## src/fhp_pkg.sv

```systemverilog
// ----------------------------------------------------------------------------
// fhp_pkg: shared types and helpers for the fixed Huffman token packer
// Token kinds, the queue entry format and the code-building functions.
// ----------------------------------------------------------------------------
`default_nettype none

package fhp_pkg;

    // Token kinds on the input channel
    typedef enum logic [1:0] {
        MODE_LIT   = 2'd0,
        MODE_MATCH = 2'd1,
        MODE_END   = 2'd2,
        MODE_NONE  = 2'd3
    } fhp_mode_t;

    // Longest bit string of one token: header 2 + length code 8 + length
    // extra 5 + distance code 5 + distance extra 13.
    localparam int TOK_BITS = 33;
    localparam int TOK_CNT_W = $clog2(TOK_BITS + 1);
    localparam int HW_BITS = 16;
    // Packer window: up to 15 leftover bits ahead of one token
    localparam int WIN_BITS = TOK_BITS + HW_BITS - 1;
    localparam int WIN_CNT_W = $clog2(WIN_BITS + 1);
    localparam int QDEPTH = 2;

    localparam logic [15:0] CAP_RESET = 16'hffff;

    // One coded token, bits left-justified (first bit at the MSB)
    typedef struct packed {
        logic [TOK_BITS-1:0]  bits;
        logic [TOK_CNT_W-1:0] nbits;
        logic                 flush;
    } fhp_tok_t;

    // Fixed literal/length code, natural bit order: {length, code}
    function automatic logic [12:0] fhp_litlen(input logic [8:0] sym);
        logic [8:0] code;
        logic [3:0] len;
        if (sym < 9'd144) begin
            code = 9'h030 + sym;
            len  = 4'd8;
        end else if (sym < 9'd256) begin
            code = 9'h190 + (sym - 9'd144);
            len  = 4'd9;
        end else if (sym < 9'd280) begin
            code = sym - 9'd256;
            len  = 4'd7;
        end else begin
            code = 9'h0c0 + (sym - 9'd280);
            len  = 4'd8;
        end
        return {len, code};
    endfunction

    // Index of the highest set bit (0 when the value is 0)
    function automatic logic [3:0] fhp_msb15(input logic [14:0] v);
        logic [3:0] pos;
        pos = 4'd0;
        for (int i = 0; i < 15; i++) begin
            if (v[i]) begin
                pos = 4'(i);
            end
        end
        return pos;
    endfunction

    // Append n low bits of val to a right-justified bit string
    function automatic logic [TOK_BITS-1:0] fhp_append(
        input logic [TOK_BITS-1:0]  acc,
        input logic [TOK_BITS-1:0]  val,
        input logic [TOK_CNT_W-1:0] n
    );
        return (acc << n) | val;
    endfunction

endpackage

`default_nettype wire

```

## src/fhp_front.sv

```systemverilog
// ----------------------------------------------------------------------------
// fhp_front: token classifier and encoder
// Accepts tokens, builds the full bit string of each and pushes it to the queue; unused-mode tokens are dropped.
// ----------------------------------------------------------------------------
`default_nettype none

module fhp_front (
    input  wire logic             aclk,
    input  wire logic             aresetn,
    input  wire logic             s_valid,
    output logic                  s_ready,
    input  wire logic [1:0]       s_mode,
    input  wire logic [7:0]       s_literal_byte,
    input  wire logic [8:0]       s_match_length,
    input  wire logic [15:0]      s_match_distance,
    input  wire logic             q_full,
    output logic                  q_push,
    output fhp_pkg::fhp_tok_t     q_din
);
    import fhp_pkg::*;

    logic header_pending_reg;
    logic header_pending_next;
    logic accept;

    fhp_mode_t mode;

    logic [12:0] ll;
    logic [8:0]  lsym;
    logic [8:0]  len_c;
    logic [7:0]  lx;
    logic [3:0]  lp;
    logic [3:0]  lp_m1;
    logic [7:0]  ltop;
    logic [2:0]  le_n;
    logic [4:0]  le_v;
    logic [15:0] dist_c;
    logic [14:0] dx;
    logic [3:0]  dp;
    logic [4:0]  dcode;
    logic [3:0]  de_n;
    logic [12:0] de_v;
    logic [14:0] dtop;

    logic [TOK_BITS-1:0]  acc;
    logic [TOK_CNT_W-1:0] cnt;

    assign mode    = fhp_mode_t'(s_mode);
    assign s_ready = !q_full;
    assign accept  = s_valid && s_ready;
    assign q_push  = accept && (mode != MODE_NONE);

    // Length symbol and extra bits
    always_comb begin
        if (s_match_length < 9'd3) begin
            len_c = 9'd3;
        end else if (s_match_length > 9'd258) begin
            len_c = 9'd258;
        end else begin
            len_c = s_match_length;
        end
        lx    = 8'(len_c - 9'd3);
        lp    = fhp_msb15({7'd0, lx});
        lp_m1 = lp - 4'd1;
        ltop  = lx >> (lp - 4'd2);
        if (len_c == 9'd258) begin
            lsym = 9'd285;
            le_n = 3'd0;
            le_v = 5'd0;
        end else if (lx < 8'd8) begin
            lsym = 9'd257 + {1'b0, lx};
            le_n = 3'd0;
            le_v = 5'd0;
        end else begin
            lsym = 9'd257 + {3'd0, lp_m1, 2'b00} + {7'd0, ltop[1:0]};
            le_n = 3'(lp - 4'd2);
            le_v = 5'(lx & ((8'd1 << (lp - 4'd2)) - 8'd1));
        end
    end

    // Distance code and extra bits
    always_comb begin
        if (s_match_distance == 16'd0) begin
            dist_c = 16'd1;
        end else if (s_match_distance > 16'd32768) begin
            dist_c = 16'd32768;
        end else begin
            dist_c = s_match_distance;
        end
        dx   = 15'(dist_c - 16'd1);
        dp   = fhp_msb15(dx);
        dtop = dx >> (dp - 4'd1);
        if (dx < 15'd4) begin
            dcode = dx[4:0];
            de_n  = 4'd0;
            de_v  = 13'd0;
        end else begin
            dcode = {dp, 1'b0} + {4'd0, dtop[0]};
            de_n  = dp - 4'd1;
            de_v  = 13'(dx & ((15'd1 << (dp - 4'd1)) - 15'd1));
        end
    end

    // Bit string assembly
    always_comb begin
        acc   = '0;
        cnt   = '0;
        ll    = '0;
        if (header_pending_reg) begin
            acc = TOK_BITS'(2'b01);
            cnt = TOK_CNT_W'(2);
        end
        unique case (mode)
            MODE_LIT: begin
                ll  = fhp_litlen({1'b0, s_literal_byte});
                acc = fhp_append(acc, TOK_BITS'(ll[8:0]), TOK_CNT_W'(ll[12:9]));
                cnt = cnt + TOK_CNT_W'(ll[12:9]);
            end
            MODE_MATCH: begin
                ll  = fhp_litlen(lsym);
                acc = fhp_append(acc, TOK_BITS'(ll[8:0]), TOK_CNT_W'(ll[12:9]));
                cnt = cnt + TOK_CNT_W'(ll[12:9]);
                acc = fhp_append(acc, TOK_BITS'(le_v), TOK_CNT_W'(le_n));
                cnt = cnt + TOK_CNT_W'(le_n);
                acc = fhp_append(acc, TOK_BITS'(dcode), TOK_CNT_W'(5));
                cnt = cnt + TOK_CNT_W'(5);
                acc = fhp_append(acc, TOK_BITS'(de_v), TOK_CNT_W'(de_n));
                cnt = cnt + TOK_CNT_W'(de_n);
            end
            MODE_END: begin
                // end-of-block symbol is seven zero bits
                acc = fhp_append(acc, '0, TOK_CNT_W'(7));
                cnt = cnt + TOK_CNT_W'(7);
            end
            default: begin
                acc = '0;
                cnt = '0;
            end
        endcase
        q_din.bits  = acc << (TOK_CNT_W'(TOK_BITS) - cnt);
        q_din.nbits = cnt;
        q_din.flush = (mode == MODE_END);
    end

    always_comb begin
        header_pending_next = header_pending_reg;
        if (q_push) begin
            header_pending_next = (mode == MODE_END);
        end
    end

    always_ff @(posedge aclk) begin
        if (!aresetn) begin
            header_pending_reg <= 1'b1;
        end else begin
            header_pending_reg <= header_pending_next;
        end
    end

endmodule

`default_nettype wire

```

## src/fhp_fifo.sv

```systemverilog
// ----------------------------------------------------------------------------
// fhp_fifo: short token queue
// Decouples the encoder from the packer so each side stalls on its own.
// ----------------------------------------------------------------------------
`default_nettype none

module fhp_fifo (
    input  wire logic              aclk,
    input  wire logic              aresetn,
    input  wire logic              push,
    input  wire fhp_pkg::fhp_tok_t din,
    input  wire logic              pop,
    output fhp_pkg::fhp_tok_t      dout,
    output logic                   full,
    output logic                   empty
);
    import fhp_pkg::*;

    localparam int PTR_W = (QDEPTH > 1) ? $clog2(QDEPTH) : 1;
    localparam int CNT_W = $clog2(QDEPTH + 1);

    fhp_tok_t         mem [QDEPTH];
    logic [PTR_W-1:0] wr_ptr_reg;
    logic [PTR_W-1:0] rd_ptr_reg;
    logic [CNT_W-1:0] count_reg;
    logic [PTR_W-1:0] wr_ptr_next;
    logic [PTR_W-1:0] rd_ptr_next;
    logic [CNT_W-1:0] count_next;

    assign full  = (count_reg == CNT_W'(QDEPTH));
    assign empty = (count_reg == '0);
    assign dout  = mem[rd_ptr_reg];

    always_comb begin
        wr_ptr_next = wr_ptr_reg;
        rd_ptr_next = rd_ptr_reg;
        count_next  = count_reg;
        if (push) begin
            wr_ptr_next = (wr_ptr_reg == PTR_W'(QDEPTH - 1)) ? '0 : wr_ptr_reg + 1'b1;
        end
        if (pop) begin
            rd_ptr_next = (rd_ptr_reg == PTR_W'(QDEPTH - 1)) ? '0 : rd_ptr_reg + 1'b1;
        end
        if (push && !pop) begin
            count_next = count_reg + 1'b1;
        end else if (pop && !push) begin
            count_next = count_reg - 1'b1;
        end
    end

    always_ff @(posedge aclk) begin
        if (push) begin
            mem[wr_ptr_reg] <= din;
        end
    end

    always_ff @(posedge aclk) begin
        if (!aresetn) begin
            wr_ptr_reg <= '0;
            rd_ptr_reg <= '0;
            count_reg  <= '0;
        end else begin
            wr_ptr_reg <= wr_ptr_next;
            rd_ptr_reg <= rd_ptr_next;
            count_reg  <= count_next;
        end
    end

endmodule

`default_nettype wire

```

## src/fhp_back.sv

```systemverilog
// ----------------------------------------------------------------------------
// fhp_back: bit packer and halfword emitter
// Merges token bits into the window, emits halfwords, flushes, tracks capacity.
// ----------------------------------------------------------------------------
`default_nettype none

module fhp_back (
    input  wire logic              aclk,
    input  wire logic              aresetn,
    input  wire fhp_pkg::fhp_tok_t q_dout,
    input  wire logic              q_empty,
    output logic                   q_pop,
    input  wire logic              cfg_we,
    input  wire logic [15:0]       cfg_capacity,
    output logic                   m_valid,
    input  wire logic              m_ready,
    output logic [15:0]            m_halfword,
    output logic                   m_last_of_run,
    output logic                   m_overflow
);
    import fhp_pkg::*;

    logic [WIN_BITS-1:0]  win_reg,   win_next;
    logic [WIN_CNT_W-1:0] wcnt_reg,  wcnt_next;
    logic                 flush_reg, flush_next;
    logic [15:0]          cap_reg;
    logic [15:0]          hw_cnt_reg, hw_cnt_next;
    logic                 ovf_reg,    ovf_next;
    logic                 mv_reg,     mv_next;
    logic [15:0]          hw_reg,     hw_next;
    logic                 last_reg,   last_next;
    logic                 movf_reg,   movf_next;

    logic busy;
    logic emit;
    logic has_room;

    assign busy     = (wcnt_reg >= WIN_CNT_W'(HW_BITS)) || flush_reg;
    assign q_pop    = !busy && !q_empty;
    assign emit     = busy && (!mv_reg || m_ready);
    assign has_room = (hw_cnt_reg < cap_reg);

    assign m_valid       = mv_reg;
    assign m_halfword    = hw_reg;
    assign m_last_of_run = last_reg;
    assign m_overflow    = movf_reg;

    always_comb begin
        win_next    = win_reg;
        wcnt_next   = wcnt_reg;
        flush_next  = flush_reg;
        hw_cnt_next = hw_cnt_reg;
        ovf_next    = ovf_reg;
        mv_next     = mv_reg && !m_ready;
        hw_next     = hw_reg;
        last_next   = last_reg;
        movf_next   = movf_reg;

        if (q_pop) begin
            // leftover bits sit at the top, new bits go right behind them
            win_next   = win_reg
                       | ({q_dout.bits, (WIN_BITS - TOK_BITS)'(0)} >> wcnt_reg[3:0]);
            wcnt_next  = wcnt_reg + WIN_CNT_W'(q_dout.nbits);
            flush_next = q_dout.flush;
        end

        if (emit) begin
            mv_next = 1'b1;
            priority if (wcnt_reg >= WIN_CNT_W'(HW_BITS)) begin
                hw_next   = win_reg[WIN_BITS-1 -: HW_BITS];
                win_next  = win_reg << HW_BITS;
                wcnt_next = wcnt_reg - WIN_CNT_W'(HW_BITS);
                last_next = (wcnt_reg < WIN_CNT_W'(2 * HW_BITS)) && !flush_reg;
            end else if (wcnt_reg != '0) begin
                // pad the partial halfword with zeros
                hw_next   = win_reg[WIN_BITS-1 -: HW_BITS];
                win_next  = '0;
                wcnt_next = '0;
                last_next = 1'b0;
            end else begin
                // trailing all-zero halfword closes the block
                hw_next    = '0;
                flush_next = 1'b0;
                last_next  = 1'b1;
            end
            if (has_room) begin
                hw_cnt_next = hw_cnt_reg + 16'd1;
            end else begin
                ovf_next = 1'b1;
            end
            movf_next = ovf_reg || !has_room;
        end
    end

    always_ff @(posedge aclk) begin
        if (!aresetn) begin
            win_reg    <= '0;
            wcnt_reg   <= '0;
            flush_reg  <= 1'b0;
            cap_reg    <= CAP_RESET;
            hw_cnt_reg <= '0;
            ovf_reg    <= 1'b0;
            mv_reg     <= 1'b0;
        end else begin
            win_reg    <= win_next;
            wcnt_reg   <= wcnt_next;
            flush_reg  <= flush_next;
            hw_cnt_reg <= hw_cnt_next;
            ovf_reg    <= ovf_next;
            mv_reg     <= mv_next;
            if (cfg_we) begin
                cap_reg <= cfg_capacity;
            end
        end
    end

    always_ff @(posedge aclk) begin
        hw_reg   <= hw_next;
        last_reg <= last_next;
        movf_reg <= movf_next;
    end

endmodule

`default_nettype wire

```

## src/fixed_huffman_token_packer.sv

```systemverilog
// ----------------------------------------------------------------------------
// fixed_huffman_token_packer: fixed-Huffman block writer, MSB first
// LZ77 tokens in, 16-bit halfwords of a fixed-code block out.
// ----------------------------------------------------------------------------
//
//  channel   direction  ports                                    beat
//  s_*       in         mode, literal_byte, match_length, dist   one token
//  m_*       out        halfword, last_of_run, overflow          one halfword
//  cfg_*     in         cfg_data                                 capacity write
//
//  A token is taken per cycle while the two-entry queue has room. The packer
//  merges a token and yields each halfword in separate steps, taking a new
//  token only with under 16 bits held and no flush pending; a token yields up
//  to three halfwords. The front encodes in the accept cycle; a token then
//  crosses queue, window and output register. m_ready low stalls only the
//  packer; the front keeps filling the queue until it is full.
//  Reset (aresetn low, synchronous) clears the bit window, the halfword count
//  and the overflow flag, sets the header flag (next token gets the block type)
//  and sets capacity to 65535.
// ----------------------------------------------------------------------------
`default_nettype none

module fixed_huffman_token_packer (
    input  wire logic        aclk,
    input  wire logic        aresetn,
    // token input
    input  wire logic        s_valid,
    output logic             s_ready,
    input  wire logic [1:0]  s_mode,
    input  wire logic [7:0]  s_literal_byte,
    input  wire logic [8:0]  s_match_length,
    input  wire logic [15:0] s_match_distance,
    // halfword output
    output logic             m_valid,
    input  wire logic        m_ready,
    output logic [15:0]      m_halfword,
    output logic             m_last_of_run,
    output logic             m_overflow,
    // capacity register write
    input  wire logic        cfg_valid,
    output logic             cfg_ready,
    input  wire logic [15:0] cfg_data
);
    import fhp_pkg::*;

    fhp_tok_t q_din;
    fhp_tok_t q_dout;
    logic     q_push;
    logic     q_pop;
    logic     q_full;
    logic     q_empty;

    // Register writes are always taken
    assign cfg_ready = 1'b1;

    // Front: classify the token, build its complete code string
    fhp_front u_front (
        .aclk             (aclk),
        .aresetn          (aresetn),
        .s_valid          (s_valid),
        .s_ready          (s_ready),
        .s_mode           (s_mode),
        .s_literal_byte   (s_literal_byte),
        .s_match_length   (s_match_length),
        .s_match_distance (s_match_distance),
        .q_full           (q_full),
        .q_push           (q_push),
        .q_din            (q_din)
    );

    // Token queue between encoder and packer
    fhp_fifo u_fifo (
        .aclk    (aclk),
        .aresetn (aresetn),
        .push    (q_push),
        .din     (q_din),
        .pop     (q_pop),
        .dout    (q_dout),
        .full    (q_full),
        .empty   (q_empty)
    );

    // Back: pack bits, emit halfwords, flush on end of block, track capacity
    fhp_back u_back (
        .aclk          (aclk),
        .aresetn       (aresetn),
        .q_dout        (q_dout),
        .q_empty       (q_empty),
        .q_pop         (q_pop),
        .cfg_we        (cfg_valid && cfg_ready),
        .cfg_capacity  (cfg_data),
        .m_valid       (m_valid),
        .m_ready       (m_ready),
        .m_halfword    (m_halfword),
        .m_last_of_run (m_last_of_run),
        .m_overflow    (m_overflow)
    );

endmodule

`default_nettype wire

```

## config.mk

```make
export PLATFORM = sky130hd
export DESIGN_NAME = fixed_huffman_token_packer
export DESIGN_NICKNAME = d
export VERILOG_FILES = /design/src/fhp_pkg.sv /design/src/fhp_front.sv /design/src/fhp_fifo.sv /design/src/fhp_back.sv /design/src/fixed_huffman_token_packer.sv
export SDC_FILE = /design/constraint.sdc
export NUM_CORES = 1
export LEC_CHECK = 0
export BUFFER_PORTS_ARGS = -buffer_cell sky130_fd_sc_hd__buf_2
export CAP_MARGIN = 20
export CORE_MARGIN = 4
export CORE_UTILIZATION = 40
export CTS_CLUSTER_SIZE = 10
export DETAILED_ROUTE_END_ITERATION = 8
export GPL_ROUTABILITY_DRIVEN = 0
export RECOVER_POWER = 100
export SYNTH_ARGS = -nofsm -noshare
export SYNTH_HDL_FRONTEND = slang
export SYNTH_SLANG_ARGS = --single-unit
export TNS_END_PERCENT = 20
```

## constraint.sdc

```tcl
create_clock -name aclk -period 39.5 [get_ports aclk]
set_clock_uncertainty 0.1 [all_clocks]
set_input_delay 7.9 -clock aclk [delete_from_list [all_inputs] [get_ports aclk]]
set_output_delay 7.9 -clock aclk [all_outputs]
set_load 0.005 [all_outputs]
```

Word level (Yosys, flattened, before mapping)
Memories as Yosys holds them, arrays and structs flattened. A register that Yosys moved wholly into a read port is not among the register bits.
Index checks and enable logic that the tools add are counted.
{ "word_totals": {"ram_bits": 80, "mem_bits_ro": 0, "out_inout_bits": 21, "input_bits": 56, "elab_cells": 187, "latchBits": 0, "reg_bits": 112, "mem_count": 1} }
{ "mem_list": {"columns": ["name", "depth", "word_bits", "rd", "rd_ports_with_merged_regs", "write_ports", "line", "text"], "rows": [
  ["u_fifo.mem", 2, 40, 1, 1, 1, "fhp_fifo.sv:22", "fhp_tok_t mem [QDEPTH];"]
]} }
{ "op_classes": {"bitwise_logic": 9, "n_addsub": 34, "mux": 75, "n_mul": 0, "reduce_logical": 27, "shifts": 10, "n_eq_ne": 5, "n_div": 0, "n_lt_le_gt_ge": 12} }
{ "op_table": {"columns": ["cell", "count"], "rows": [
  ["2-to-1 mux 48 bit", 4],
  ["case mux 33 bit (3 select lines)", 1],
  ["2-to-1 mux 9 bit", 10],
  ["bitwise OR 33 x 9 -> 33 bit", 2],
  ["<< shifter 1 x 4 -> 33 bit", 2],
  ["2-to-1 mux 4 bit", 13],
  ["bitwise OR 48 bit", 1],
  ["right shift 48 x 4 -> 48 bit", 1],
  ["bitwise OR 33 x 13 -> 33 bit", 1],
  ["bitwise OR 33 x 5 -> 33 bit", 1],
  ["<< shifter 33 x 3 -> 28 bit", 1],
  ["<< shifter 33 x 4 -> 33 bit", 1],
  ["<< shifter 33 x 6 -> 33 bit", 1],
  ["2-to-1 mux 16 bit", 2],
  ["2-to-1 mux 15 bit", 2],
  ["2-to-1 mux 3 bit", 10],
  ["bitwise OR 28 x 5 -> 28 bit", 1],
  ["2-to-1 mux 6 bit", 4],
  ["adder 9 bit (first input constant)", 2],
  ["less-than comparator 9 bit (second input constant)", 2],
  ["case mux 6 bit (3 select lines)", 1],
  ["subtractor 9 bit (second input constant)", 2],
  ["2-to-1 mux 1 bit", 17],
  ["adder 16 x 1 -> 16 bit (second input constant)", 1],
  ["other kinds (59)", 89]
]} }

Logic depth before layout (Yosys ltp)
Gate-level depths: netlist of run 1.
{ "depth": {"depth_word": 30, "ltp_mapped": 53, "ltp_nobuf": 46} }

Modules after synthesis
From an unflattened synthesis of run 1, not the netlist that was laid out.
{ "hier_totals": {"cells_unflattened": 2084, "area_unflattened_um2": 17226.5} }
{ "modules_own_cells": {"columns": ["module", "cells_per_inst", "area_each_um2", "n_inst", "seq_area_each_um2"], "rows": [
  ["fhp_front", 1272, 8177.8, 1, 20.0],
  ["fhp_back", 664, 5945.7, 1, 2322.2],
  ["fhp_fifo", 146, 3091.7, 1, 2502.4],
  ["fixed_huffman_token_packer", 2, 11.3, 1, 0.0]
]} }

Worst setup path after synthesis of run 1
No wires, ideal clock.
{ "synth_timing": {"path_kind": "input-to-reg", "start": "input port s_match_length[4]", "end": "memory u_fifo.mem[0][30] (netlist bit), data pin", "setup_ps": 278, "path_stages": 49, "path_buffers": 12, "arrival_ps": 18671, "setup_slack_ps": 20451, "t_required_ps": 39122, "path_cell_list": "buf_6 > or4_1 > buf_6 > or2_1 > nand2_1 > or3b_2 > ha_1 > nand2b_1 > o32a_1 > o32ai_2 > a211o_1 > buf_2 > inv_2 > ha_1 > clkbuf_1 > or2_2 > buf_1 > a2111oi_0 > [... 13 more ...] > inv_1 > fa_1 > ha_1 > ha_1 > inv_1 > nor2_1 > nor2_1 > clkbuf_1 > buf_1 > clkbuf_1 > ha_1 > inv_1 > clkbuf_1 > buf_1 > clkbuf_1 > o221ai_1 > o21ai_0 > o221ai_1"} }
{ "synth_lines": {"columns": ["element", "line", "text"], "rows": [
  ["start, declared", "fixed_huffman_token_packer.sv:31", "input wire logic [8:0] s_match_length,"],
  ["end, declared", "fhp_fifo.sv:22", null]
]} }

==> summary.md, run 1 <==
| Metric | Value |
|---|---|
| Die X | 216 um |
| Synth Area in Simple Gates | 0.200 |
| Nets | 2164 |
| Pleak | 0.00672 uW |
| Period utilisation layout | 0.577 |
| 1st-pass router iterations | 8 |
| IO Port Bufs | 75 |
| Finished Layout Cells | 2637 |
| DR iter-0 viols | 1796 |
| Core area | 42300 um^2 |
| CP endpoint kind | register |
| DRC Markers | 0 |
| Area share of fa/ha/maj cells after synthesis | 0.0451 |
| Hold Crit Start | u_back.win_reg[0] |
| Synth area leader | edfxtp_1 |
| Die height | 216 um |
| Mean Syn Cell Area | 8.37 um^2 |
| Post-Synth XOR/XNOR Area | 0.0207 |
| Skew-Pair Late Insertion Delay | 0.44 ns |
| Seq cells post-synth | 193 |
| Post-synth top area share | 0.170 |
| Full die area | 46700 um^2 |
| Worst-path fanout max | 30 |
| Max Transition Viols Final | 221 |
| Worst Path Arrival | 22.92 ns |
| Worst-Margin Slew | 2.68 ns |
| Cells after synthesis | 2068 |
| FF-to-FF End | u_fifo.mem[0][39] |
| YS warnings | 0 |
| Critical Path Most Common Cell | ha_1 |
| Routed Antenna Nets | 0 |
| Hold buffers post-CTS | 0 |
| Startpoint types | input port |
| Req. time, crit path | 39.65 ns |
| IO Count | 77 |
| Async SR Flop Fraction | 0 |
| Starting density of the core | 0.409 |
| Tot Pwr | 1140 uW |
| Ys flop type | edfxtp_1 |
| CTS tree | built |
| Max_slew headroom | -0.789 |
| Commonest cells in the netlist | nor2_1, nand2_1, o21ai_0 |
| Row cnt | 75 |
| R2R setup slack | 31.49 ns |
| Remaining Overflow, GRT | 0 |
| Largest cells by area after synthesis | edfxtp_1, dfxtp_1, nor2_1 |
| CTS Root Cell | clkbuf_16 |
| Sink Count | 193 |
| WL final | 53300 um |
| CP max stage delay | 1.14 ns |
| Status | complete, but fails checks |
| Avg WL per Cell | 20.2 um |
| Number of synthesized flops with an enable pin | 98 |
| DPL Wire Length | 40000 um |
| DR vias | 16700 |
| Setup repair bufs after CTS | 0 |
| Cells after DPL | 2606 |
| Sequential share of the synthesized area | 0.280 |
| Initial antenna violation count | 2 |
| Area Overhead vs Synth | 6.68% |
| Post-Syn Area | 17300 um^2 |
| Most common cell in the netlist | nor2_1 |
| Min cycle time layout | 22.77 ns |
| Failing checks | capacitance limit, slew limit |
| Slowest CP cell | clkinv_1 |
| Worst min-delay path class | reg -> reg |
| Max IR drop VDD | 37.7 uV |
| Max Fclk | 43.9 MHz |
| Tot GR Track Use | 0.219 |
| Hold depth | 2 |
| Vias/cell | 6.35 |
| Crit path from | s_match_length[4] |
| Htree depth | 4 |
| Post-synthesis mux area share | 0.0992 |
| Max Cap Viol | 5 |
| Post-Syn Nets | 2184 |
| Largest family of logic cells by synthesized area | compound AO/OA/AOI/OAI gates |
| CTS buffer count | 17 |
| Global-route wire length before repair | 85100 um |
| Compound-Gate Fraction of Synth Area | 0.303 |
| Util after Layout | 0.436 |
| Share of cells above drive strength 1 | 0.140 |
| Reg clk slew, reported paths | 0.07 ns |
| RSZ-0062 raised after global routing | no |
| Pwr Density | 61.7 nW/um^2 |
| Diode count | 0 |
| Critical path class | in -> reg |
| Worst hold slack | 0.360 ns |
| Worst Reg-to-Reg Cells | 20 |
| Resized cells post-CTS | 0 |
| Post-synth cell types | 125 |
| Vias in the first global route | 15300 |
| CTS max path bufs | 2 |
| Max FFs per register | 80 |
| TNS Setup | 0 ns |
| Hold endpoint | u_back.win_reg[16] |
| Fin. Hold Viols | 0 |
| R2r startpoint | u_front.header_pending_reg |
| Pin count of the biggest net entering global routing | 53 |
| # setup viols final | 0 |
[layout make-up]
class / count / area (um^2)
Clock buffer: 19 / 433
Clock inverter: 12 / 101
Fill cell: 4214 / 23900
Inverter: 80 / 300
Multi-Input combinational cell: 1659 / 11500
Sequential cell: 193 / 4850
Tap cell: 577 / 722
Timing Repair Buffer: 97 / 517
[cell families after synthesis]
logic type,Yosys count
AOI/OAI and AO/OA,715
and+or+nand+nor,706
buffers and inverters,216
DFF,193
muxes,135
adders and majority gates,60
xor gates and xnor gates,41
other,2
[how the worst max path moves through the flow]
stage / slack [ns] / to / cells past startpoint
3_3_place_gp: 18.85 / u_fifo.mem[0][39] / 44
5_1_grt: 15.80 / u_fifo.mem[0][39] / 44
2_1_floorplan: 20.45 / u_fifo.mem[0][30] / 49
3_5_place_dp: 18.46 / u_fifo.mem[0][39] / 44
6_report: 16.73 / u_fifo.mem[0][39] / 44
4_1_cts: 18.88 / u_fifo.mem[0][39] / 44
[report_power, final]
group	switching, uW	internal [uW]
logic	430	244
registers	23.6	282
clock network	77.5	81.7
total	531	608
[cells in the final DEF, fill, tap and decap left out, types with 23 or more instances in the layout]
cell,count
a21oi_1,112
a31oi_1,44
o21ai_0,120
o22ai_1,40
o211ai_1,39
a211oi_1,45
inv_1,69
dfxtp_1,93
xnor2_1,29
edfxtp_1,98
o31ai_1,23
buf_2,65
mux2_2,51
nor2_1,221
mux4_2,24
nand2_1,175
a21o_1,26
mux2i_1,59
nor3_1,56
ha_1,56
nand3_1,46
nor2b_1,33
and2_1,23
[worst max-delay path, delay by kind of cell]
family | cells | cell delay [ns]
compound gates | 12 | 3.92
xor+xnor | 1 | 0.40
fa+ha+maj | 8 | 2.93
buf+inv | 7 | 3.03
simple gates | 16 | 4.69
[stage by stage]
stage / area, um^2 / setup slack, ns
global route: 18500 / 15.80
finish: 18500 / 16.73
global placement: 18000 / 18.85
CTS: 18500 / 18.88
detailed placement: 18000 / 18.46
floorplan: 17300 / 20.45
[per-layer routing]
layer | vias to the layer above | global-route usage | part of all wire
met5 | - | 0 | 0.00039
met4 | 4 | 0.0593 | 0.023
met3 | 106 | 0.0312 | 0.070
met2 | 802 | 0.360 | 0.47
met1 | 7988 | 0.302 | 0.44
li1 | 7841 | - | -
No activity file was read; power rests on OpenSTA's default activity.
==> run 2, diff against run 1 <==
- clock period: 39.5 -> 20.9 ns (I/O delays scaled with it)
==> summary.md, run 2 (synthesis results as in run 1) <==
| Metric | Value |
|---|---|
| Status | complete, but fails checks |
| Failing checks | capacitance limit, slew limit |
| # setup viols final | 0 (unchanged) |
| CP endpoint kind | register |
| Pwr Density | 116 nW/um^2 (+89%) |
| Pin count of the biggest net entering global routing | 53 (unchanged) |
| Clock share of power | 0.145 (+0.005) |
| TNS Setup | 0 ns (unchanged) |
| Net Switching | 1000 uW (+89%) |
| IO Port Bufs | 75 (unchanged) |
| Cell Int Power | 1150 uW (+89%) |
| Max Cap Viol | 6 (+1) |
| Setup repair bufs after CTS | 0 (unchanged) |
| Diode count | 0 (unchanged) |
| DR iter-0 viols | 1922 (+7.0%) |
| R2R setup slack | 13.47 ns (-18.02 ns) |
| Full die area | 46700 um^2 (unchanged) |
| DRC Markers | 0 (unchanged) |
| Sequential power share | 0.268 (about the same) |
| Hold buffers post-CTS | 0 (unchanged) |
| Sw Ratio | 0.466 (about the same) |
| Min cycle time layout | 18.40 ns |
| IO Count | 77 (unchanged) |
| Max Transition Viols Final | 262 (+19%) |
| Max FFs per register | 80 (unchanged) |
| Max Fclk | 54.3 MHz |
| Resized cells post-CTS | 0 (unchanged) |
| Htree depth | 4 (unchanged) |
| Nets | 2164 (unchanged) |
| Vias in the first global route | 15500 (+1.0%) |
| Row cnt | 75 (unchanged) |
| Cells after DPL | 2606 (unchanged) |
| Tot GR Track Use | 0.219 (about the same) |
| Cell Area, Placed | 18000 um^2 (unchanged) |
| Pleak | 0.00672 uW (about the same) |
| Post-placement setup slack | 3.65 ns (-14.81 ns) |
| Slowest CP cell | clkbuf_1 |
| Starting density of the core | 0.409 (unchanged) |
| Worst hold slack | 0.359 ns (-0.000870 ns) |
| Worst Path Arrival | 18.49 ns (-4.43 ns) |
| 1st-pass router iterations | 6 (-2) |
| CTS buffer count | 17 (unchanged) |
| WL final | 53000 um (-0.62%) |
| Vias/cell | 6.30 (-0.72%) |
| Final WS setup | 2.50 ns (-14.23 ns) |
| RSZ-0062 raised after global routing | no |
| CP max stage delay | 1.23 ns (+0.09 ns) |
| Avg WL per Cell | 20.1 um (-0.66%) |
| Remaining Overflow, GRT | 0 (unchanged) |
| Core area | 42300 um^2 (unchanged) |
| Skew-Pair Late Insertion Delay | 0.44 ns (about the same) |
| Req. time, crit path | 20.98 ns (-18.67 ns) |
| Period utilisation layout | 0.881 |
| CTS tree | built |
| Die height | 216 um (unchanged) |
| Global-route wire length before repair | 85200 um (+0.15%) |
| Critical Path Most Common Cell | ha_1 |
| Fin. Hold Viols | 0 (unchanged) |
| Logic gate share of total power | 0.587 (-0.005) |
| Finished Layout Cells | 2638 (+0.038%) |
| Worst-path fanout max | 40 (+33%) |
| Die X | 216 um (unchanged) |
| Sink Count | 193 (unchanged) |
| Area Overhead vs Synth | 6.71% (about the same) |
| Most common cell after layout, fill and taps aside | nor2_1 |
| Most frequent cells in the layout | nor2_1, nand2_1, o21ai_0 |
| CTS max path bufs | 2 (unchanged) |
| Initial antenna violation count | 0 (-2) |
| Fill count | 4178 (-0.85%) |
| Worst min-delay path class | reg -> reg |
| DPL Wire Length | 39900 um (-0.20%) |
| Share of cells above drive strength 1 | 0.137 (-0.00298) |
| CTS Root Cell | clkbuf_16 |
| Reg clk slew, reported paths | 0.07 ns (about the same) |
| Max_slew headroom | -0.737 (+0.0517) |
| Final instance area | 18500 um^2 (about the same) |
| Worst-Margin Slew | 2.60 ns (-0.0775 ns) |
| Routed Antenna Nets | 0 (unchanged) |
| DR vias | 16600 (-0.68%) |
| Max IR drop VDD | 67.2 uV (+78%) |
| Critical path class | in -> reg |
| Startpoint types | input port |
-- run 2: changes by cell type in the layout (fill, tap and decap cells not counted), moves of 2 or more --
| cell | delta |
|---|---|
| buf_2 | -5 |
| clkbuf_1 | +5 |
| and2_0 | -3 |
| and2_1 | +3 |
| clkinvlp_4 | -3 |
| inv_8 | +3 |
| clkinv_4 | +2 |
-- run 2: area by class of cell --
class | instances | area, um^2 | area share
multi-input cells | 1659 | 11500 | 0.625
flip-flops and latches | 193 | 4850 | 0.262
well taps | 577 | 722 | 0.0391
repair buffers | 97 | 510 | 0.0276
clock buffers | 19 | 433 | 0.0234
inverters | 80 | 300 | 0.0163
clock inverters | 13 | 121 | 0.00657
-- run 2: through the flow --
| step | utilization | total power, uW |
|---|---|---|
| floorplan | - | 1500 |
| global placement | 0.425 | 1830 |
| detailed placement | 0.426 | 1840 |
| CTS | 0.439 | 2160 |
| global route | 0.437 | 2300 |
| finish | 0.437 | 2150 |
-- run 2: critical path, delay by kind of cell --
| kind | cells | cell delay (ns) |
|---|---|---|
| adder cells (fa/ha/maj) | 9 | 3.19 |
| AND/OR/NAND/NOR | 12 | 3.19 |
| buffers and inverters | 8 | 3.32 |
| AO/OA/AOI/OAI | 10 | 3.99 |
| multiplexers | 1 | 0.55 |
-- run 2: path summary, 6_finish.rpt --
| check | depth (start not counted) | from | endpoint |
|---|---|---|---|
| setup / recovery | 40 | s_match_length[4] | u_fifo.mem[1][38] |
| hold / removal | 2 | u_back.win_reg[4] | u_back.win_reg[20] |
| setup reg to reg | 16 | u_front.header_pending_reg | u_fifo.mem[1][38] |
| hold reg to reg | 2 | u_back.win_reg[4] | u_back.win_reg[20] |
-- run 2: power by group through the flow --
stage,clock network [uW],logic [uW],registers [uW]
2_1_floorplan,0,932,570
3_3_place_gp,0,1250,583
3_5_place_dp,0,1250,584
4_1_cts,318,1260,576
5_1_grt,333,1380,588
6_report,311,1260,577
-- run 2: per-layer routing --
layer | vias to the layer above | GRT usage | share of wire | routed length (um)
met3 | 106 | 0.0307 | 0.079 | 4180
met2 | 791 | 0.363 | 0.47 | 24700
met4 | 0 | 0.0591 | 0.024 | 1260
met5 | - | 0 | 0 | 0
met1 | 7889 | 0.300 | 0.43 | 22900
li1 | 7841 | - | - | -
==> run 3, diff against run 2 <==
--- a/config.mk
+++ b/config.mk
@@ -9,8 +9,9 @@
 export CAP_MARGIN = 20
 export CORE_MARGIN = 4
-export CORE_UTILIZATION = 40
+export CORE_UTILIZATION = 58
 export CTS_CLUSTER_SIZE = 10
 export DETAILED_ROUTE_END_ITERATION = 8
 export GPL_ROUTABILITY_DRIVEN = 0
+export PLACE_DENSITY = 0.79
 export RECOVER_POWER = 100
 export SYNTH_ARGS = -nofsm -noshare
==> constraint.sdc (replaced) <==
create_clock -name aclk -period 20.9 [get_ports aclk]
set_clock_uncertainty 0.1 [all_clocks]
set_input_delay 2.09 -clock aclk [delete_from_list [all_inputs] [get_ports aclk]]
set_output_delay 2.09 -clock aclk [all_outputs]
set_load 0.005 [all_outputs]
==> summary.md, run 3 (synthesis results as in run 1) <==
| Metric | Value |
|---|---|
| Status | complete, but fails checks |
| Failing checks | capacitance limit, slew limit |
| Worst-Margin Slew | 2.33 ns (-0.277 ns) |
| Diode count | 0 (unchanged) |
| Req. time, crit path | 21.04 ns (+0.06 ns) |
| DRC Markers | 0 (unchanged) |
| Hold buffers post-CTS | 0 (unchanged) |
| Met2 usage in global routing | 0.483 (+0.120) |
| DR vias | 17100 (+2.7%) |
| CTS Root Cell | clkbuf_16 |
| CTS buffer count | 17 (unchanged) |
| Net Switching | 1020 uW (+2.0%) |
| Multi-input logic area | 11500 um^2 (about the same) |
| WL final | 51500 um (-2.8%) |
| Worst-path fanout max | 30 (-25%) |
| RSZ-0062 raised after global routing | no |
| IO Port Bufs | 75 (unchanged) |
| Period utilisation layout | 0.815 (-0.0661) |
| Most frequent cells in the layout | nor2_1, nand2_1, o21ai_0 |
| Setup repair bufs after CTS | 0 (unchanged) |
| GR peak layer | met2 |
| CP max stage delay | 1.11 ns (-0.12 ns) |
| DPL Wire Length | 38200 um (-4.3%) |
| Area Overhead vs Synth | 5.69% |
| Clock share of power | 0.145 (about the same) |
| Sw Ratio | 0.469 (+0.00304) |
| Routed Antenna Nets | 0 (unchanged) |
| WP buf/inv | 7 (-1) |
| TNS Setup | 0 ns (unchanged) |
| Sink Count | 193 (unchanged) |
| Critical path class | in -> reg |
| Die height | 181 um (-16%) |
| Sequential cell area | 4850 um^2 (unchanged) |
| Resized cells post-CTS | 0 (unchanged) |
| Cell Int Power | 1160 uW (+0.78%) |
| Pwr Density | 119 nW/um^2 (+2.3%) |
| DR iter-0 viols | 2683 (+40%) |
| Fill count | 2465 (-41%) |
| Initial antenna violation count | 0 (unchanged) |
| Worst Path Arrival | 17.17 ns (-1.32 ns) |
| IO Count | 77 (unchanged) |
| Pin count of the biggest net entering global routing | 53 (unchanged) |
| CP endpoint kind | register |
| Logic gate share of total power | 0.590 (+0.003) |
| Global-route wire length before repair | 82100 um (-3.6%) |
| Skew-Pair Late Insertion Delay | 0.44 ns (about the same) |
| Max Cap Viol | 5 (-1) |
| Nets | 2165 (+0.046%) |
| Critical Path Most Common Cell | ha_1 |
| Met1 Usage GRT | 0.404 (+0.104) |
| Slowest CP cell | clkinv_1 |
| Full die area | 32700 um^2 (-30%) |
| Vias in the first global route | 15600 (+0.52%) |
| CTS max path bufs | 2 (unchanged) |
| Sequential power share | 0.266 (-0.002) |
| Avg WL per Cell | 21.1 um (+4.8%) |
| Max IR drop VDD | 62.3 uV (-7.3%) |
| Starting density of the core | 0.595 (+0.186) |
| Worst min-delay path class | reg -> reg |
| Max Transition Viols Final | 227 (-13%) |
| Remaining Overflow, GRT | 0 (unchanged) |
| Tot Pwr | 2180 uW (+1.4%) |
| # setup viols final | 0 (unchanged) |
| Startpoint types | input port |
| M3 GR Usage | 0.0400 (+0.00936) |
| Pleak | 0.00675 uW (+0.40%) |
| Delay-heaviest family, CP | simple AND/OR/NAND/NOR gates |
| Fin. Hold Viols | 0 (unchanged) |
| CTS tree | built |
| Vias/cell | 6.98 (+11%) |
| Htree depth | 4 (unchanged) |
| Share of cells above drive strength 1 | 0.138 (+0.000904) |
| Min cycle time layout | 17.02 ns (-1.38 ns) |
| Row cnt | 62 (-17%) |
| Max Fclk | 58.7 MHz (+8.1%) |
| Max_slew headroom | -0.551 (+0.186) |
| 1st-pass router iterations | 9 (+3) |
| Die X | 181 um (-16%) |
| Max FFs per register | 80 (unchanged) |
| Reg clk slew, reported paths | 0.07 ns (about the same) |
| Worst hold slack | 0.366 ns (+0.00608 ns) |
| Most common cell after layout, fill and taps aside | nor2_1 |
| Tot GR Track Use | 0.299 (+0.0800) |
| Core area | 29100 um^2 (-31%) |
==> run 3: cell count changes in the layout (fill, tap and decap cells not counted), moves of 2 or more <==
cell and change:
and2_0 +5, and2_1 -5, clkinv_4 -3, inv_6 +3, buf_16 +2, buf_4 -2
clkinv_8 +2
==> run 3: final cells by class <==
class | instances | share of cell area
Multi-Input combinational cell | 1659 | 0.631
Inverter | 80 | 0.0164
Sequential cell | 193 | 0.265
Clock buffer | 17 | 0.0232
Tap cell | 384 | 0.0263
Clock inverter | 15 | 0.00855
Timing Repair Buffer | 98 | 0.0297
==> run 3: worst paths after layout <==
| check | startpoint | to | slack, ns | depth (start not counted) |
|---|---|---|---|---|
| worst max-delay path | s_match_length[4] | u_fifo.mem[0][39] | 3.88 | 44 |
| worst min-delay path | u_back.win_reg[8] | u_back.win_reg[24] | 0.37 | 2 |
| worst max register to register | u_front.header_pending_reg | u_fifo.mem[0][39] | 12.85 | 20 |
| worst min register to register | u_back.win_reg[8] | u_back.win_reg[24] | 0.37 | 2 |
==> run 3: metrics by stage <==
stage                     utilization  instance area (um^2)  cells  setup WS (ns)
after detailed placement        0.610                 17700   2411           5.81
after CTS                       0.630                 18300   2443           6.20
final                           0.629                 18300   2446           3.88
after global placement          0.610                 17700   2411           6.47
after global routing            0.629                 18300   2446           2.93
after floorplan                     -                 17300   2068           7.66
==> run 3: power groups by stage <==
| stage | registers [uW] | logic [uW] | clock network (uW) |
|---|---|---|---|
| 6_report | 579 | 1290 | 315 |
| 5_1_grt | 588 | 1390 | 339 |
| 4_1_cts | 578 | 1250 | 320 |
| 3_5_place_dp | 586 | 1240 | 0 |
| 3_3_place_gp | 581 | 1210 | 0 |
| 2_1_floorplan | 570 | 932 | 0 |
==> run 3: layer usage <==
layer	part of all wire	vias up
met4	0.046	0
met3	0.099	205
met5	0	-
li1	-	7842
met1	0.40	7892
met2	0.45	1129
==> run 3: worst reg2reg max path, stage by stage (launching register included) <==
cell and delay, ns:
dfxtp_1 0.71, inv_1 0.35, ha_1 0.37, inv_1 0.05, fa_1 0.48, ha_1 0.31, ha_1 0.32, inv_1 0.12
nor2_1 0.13, nor2_2 0.12, clkbuf_1 1.03, clkinv_1 1.12, nor3_1 0.60, xnor2_1 0.41, nand2_1 0.39, nor2_1 0.52
and3_1 0.26, o21ai_0 0.09, o21ai_0 0.17, a31oi_1 0.06, o211ai_1 0.16
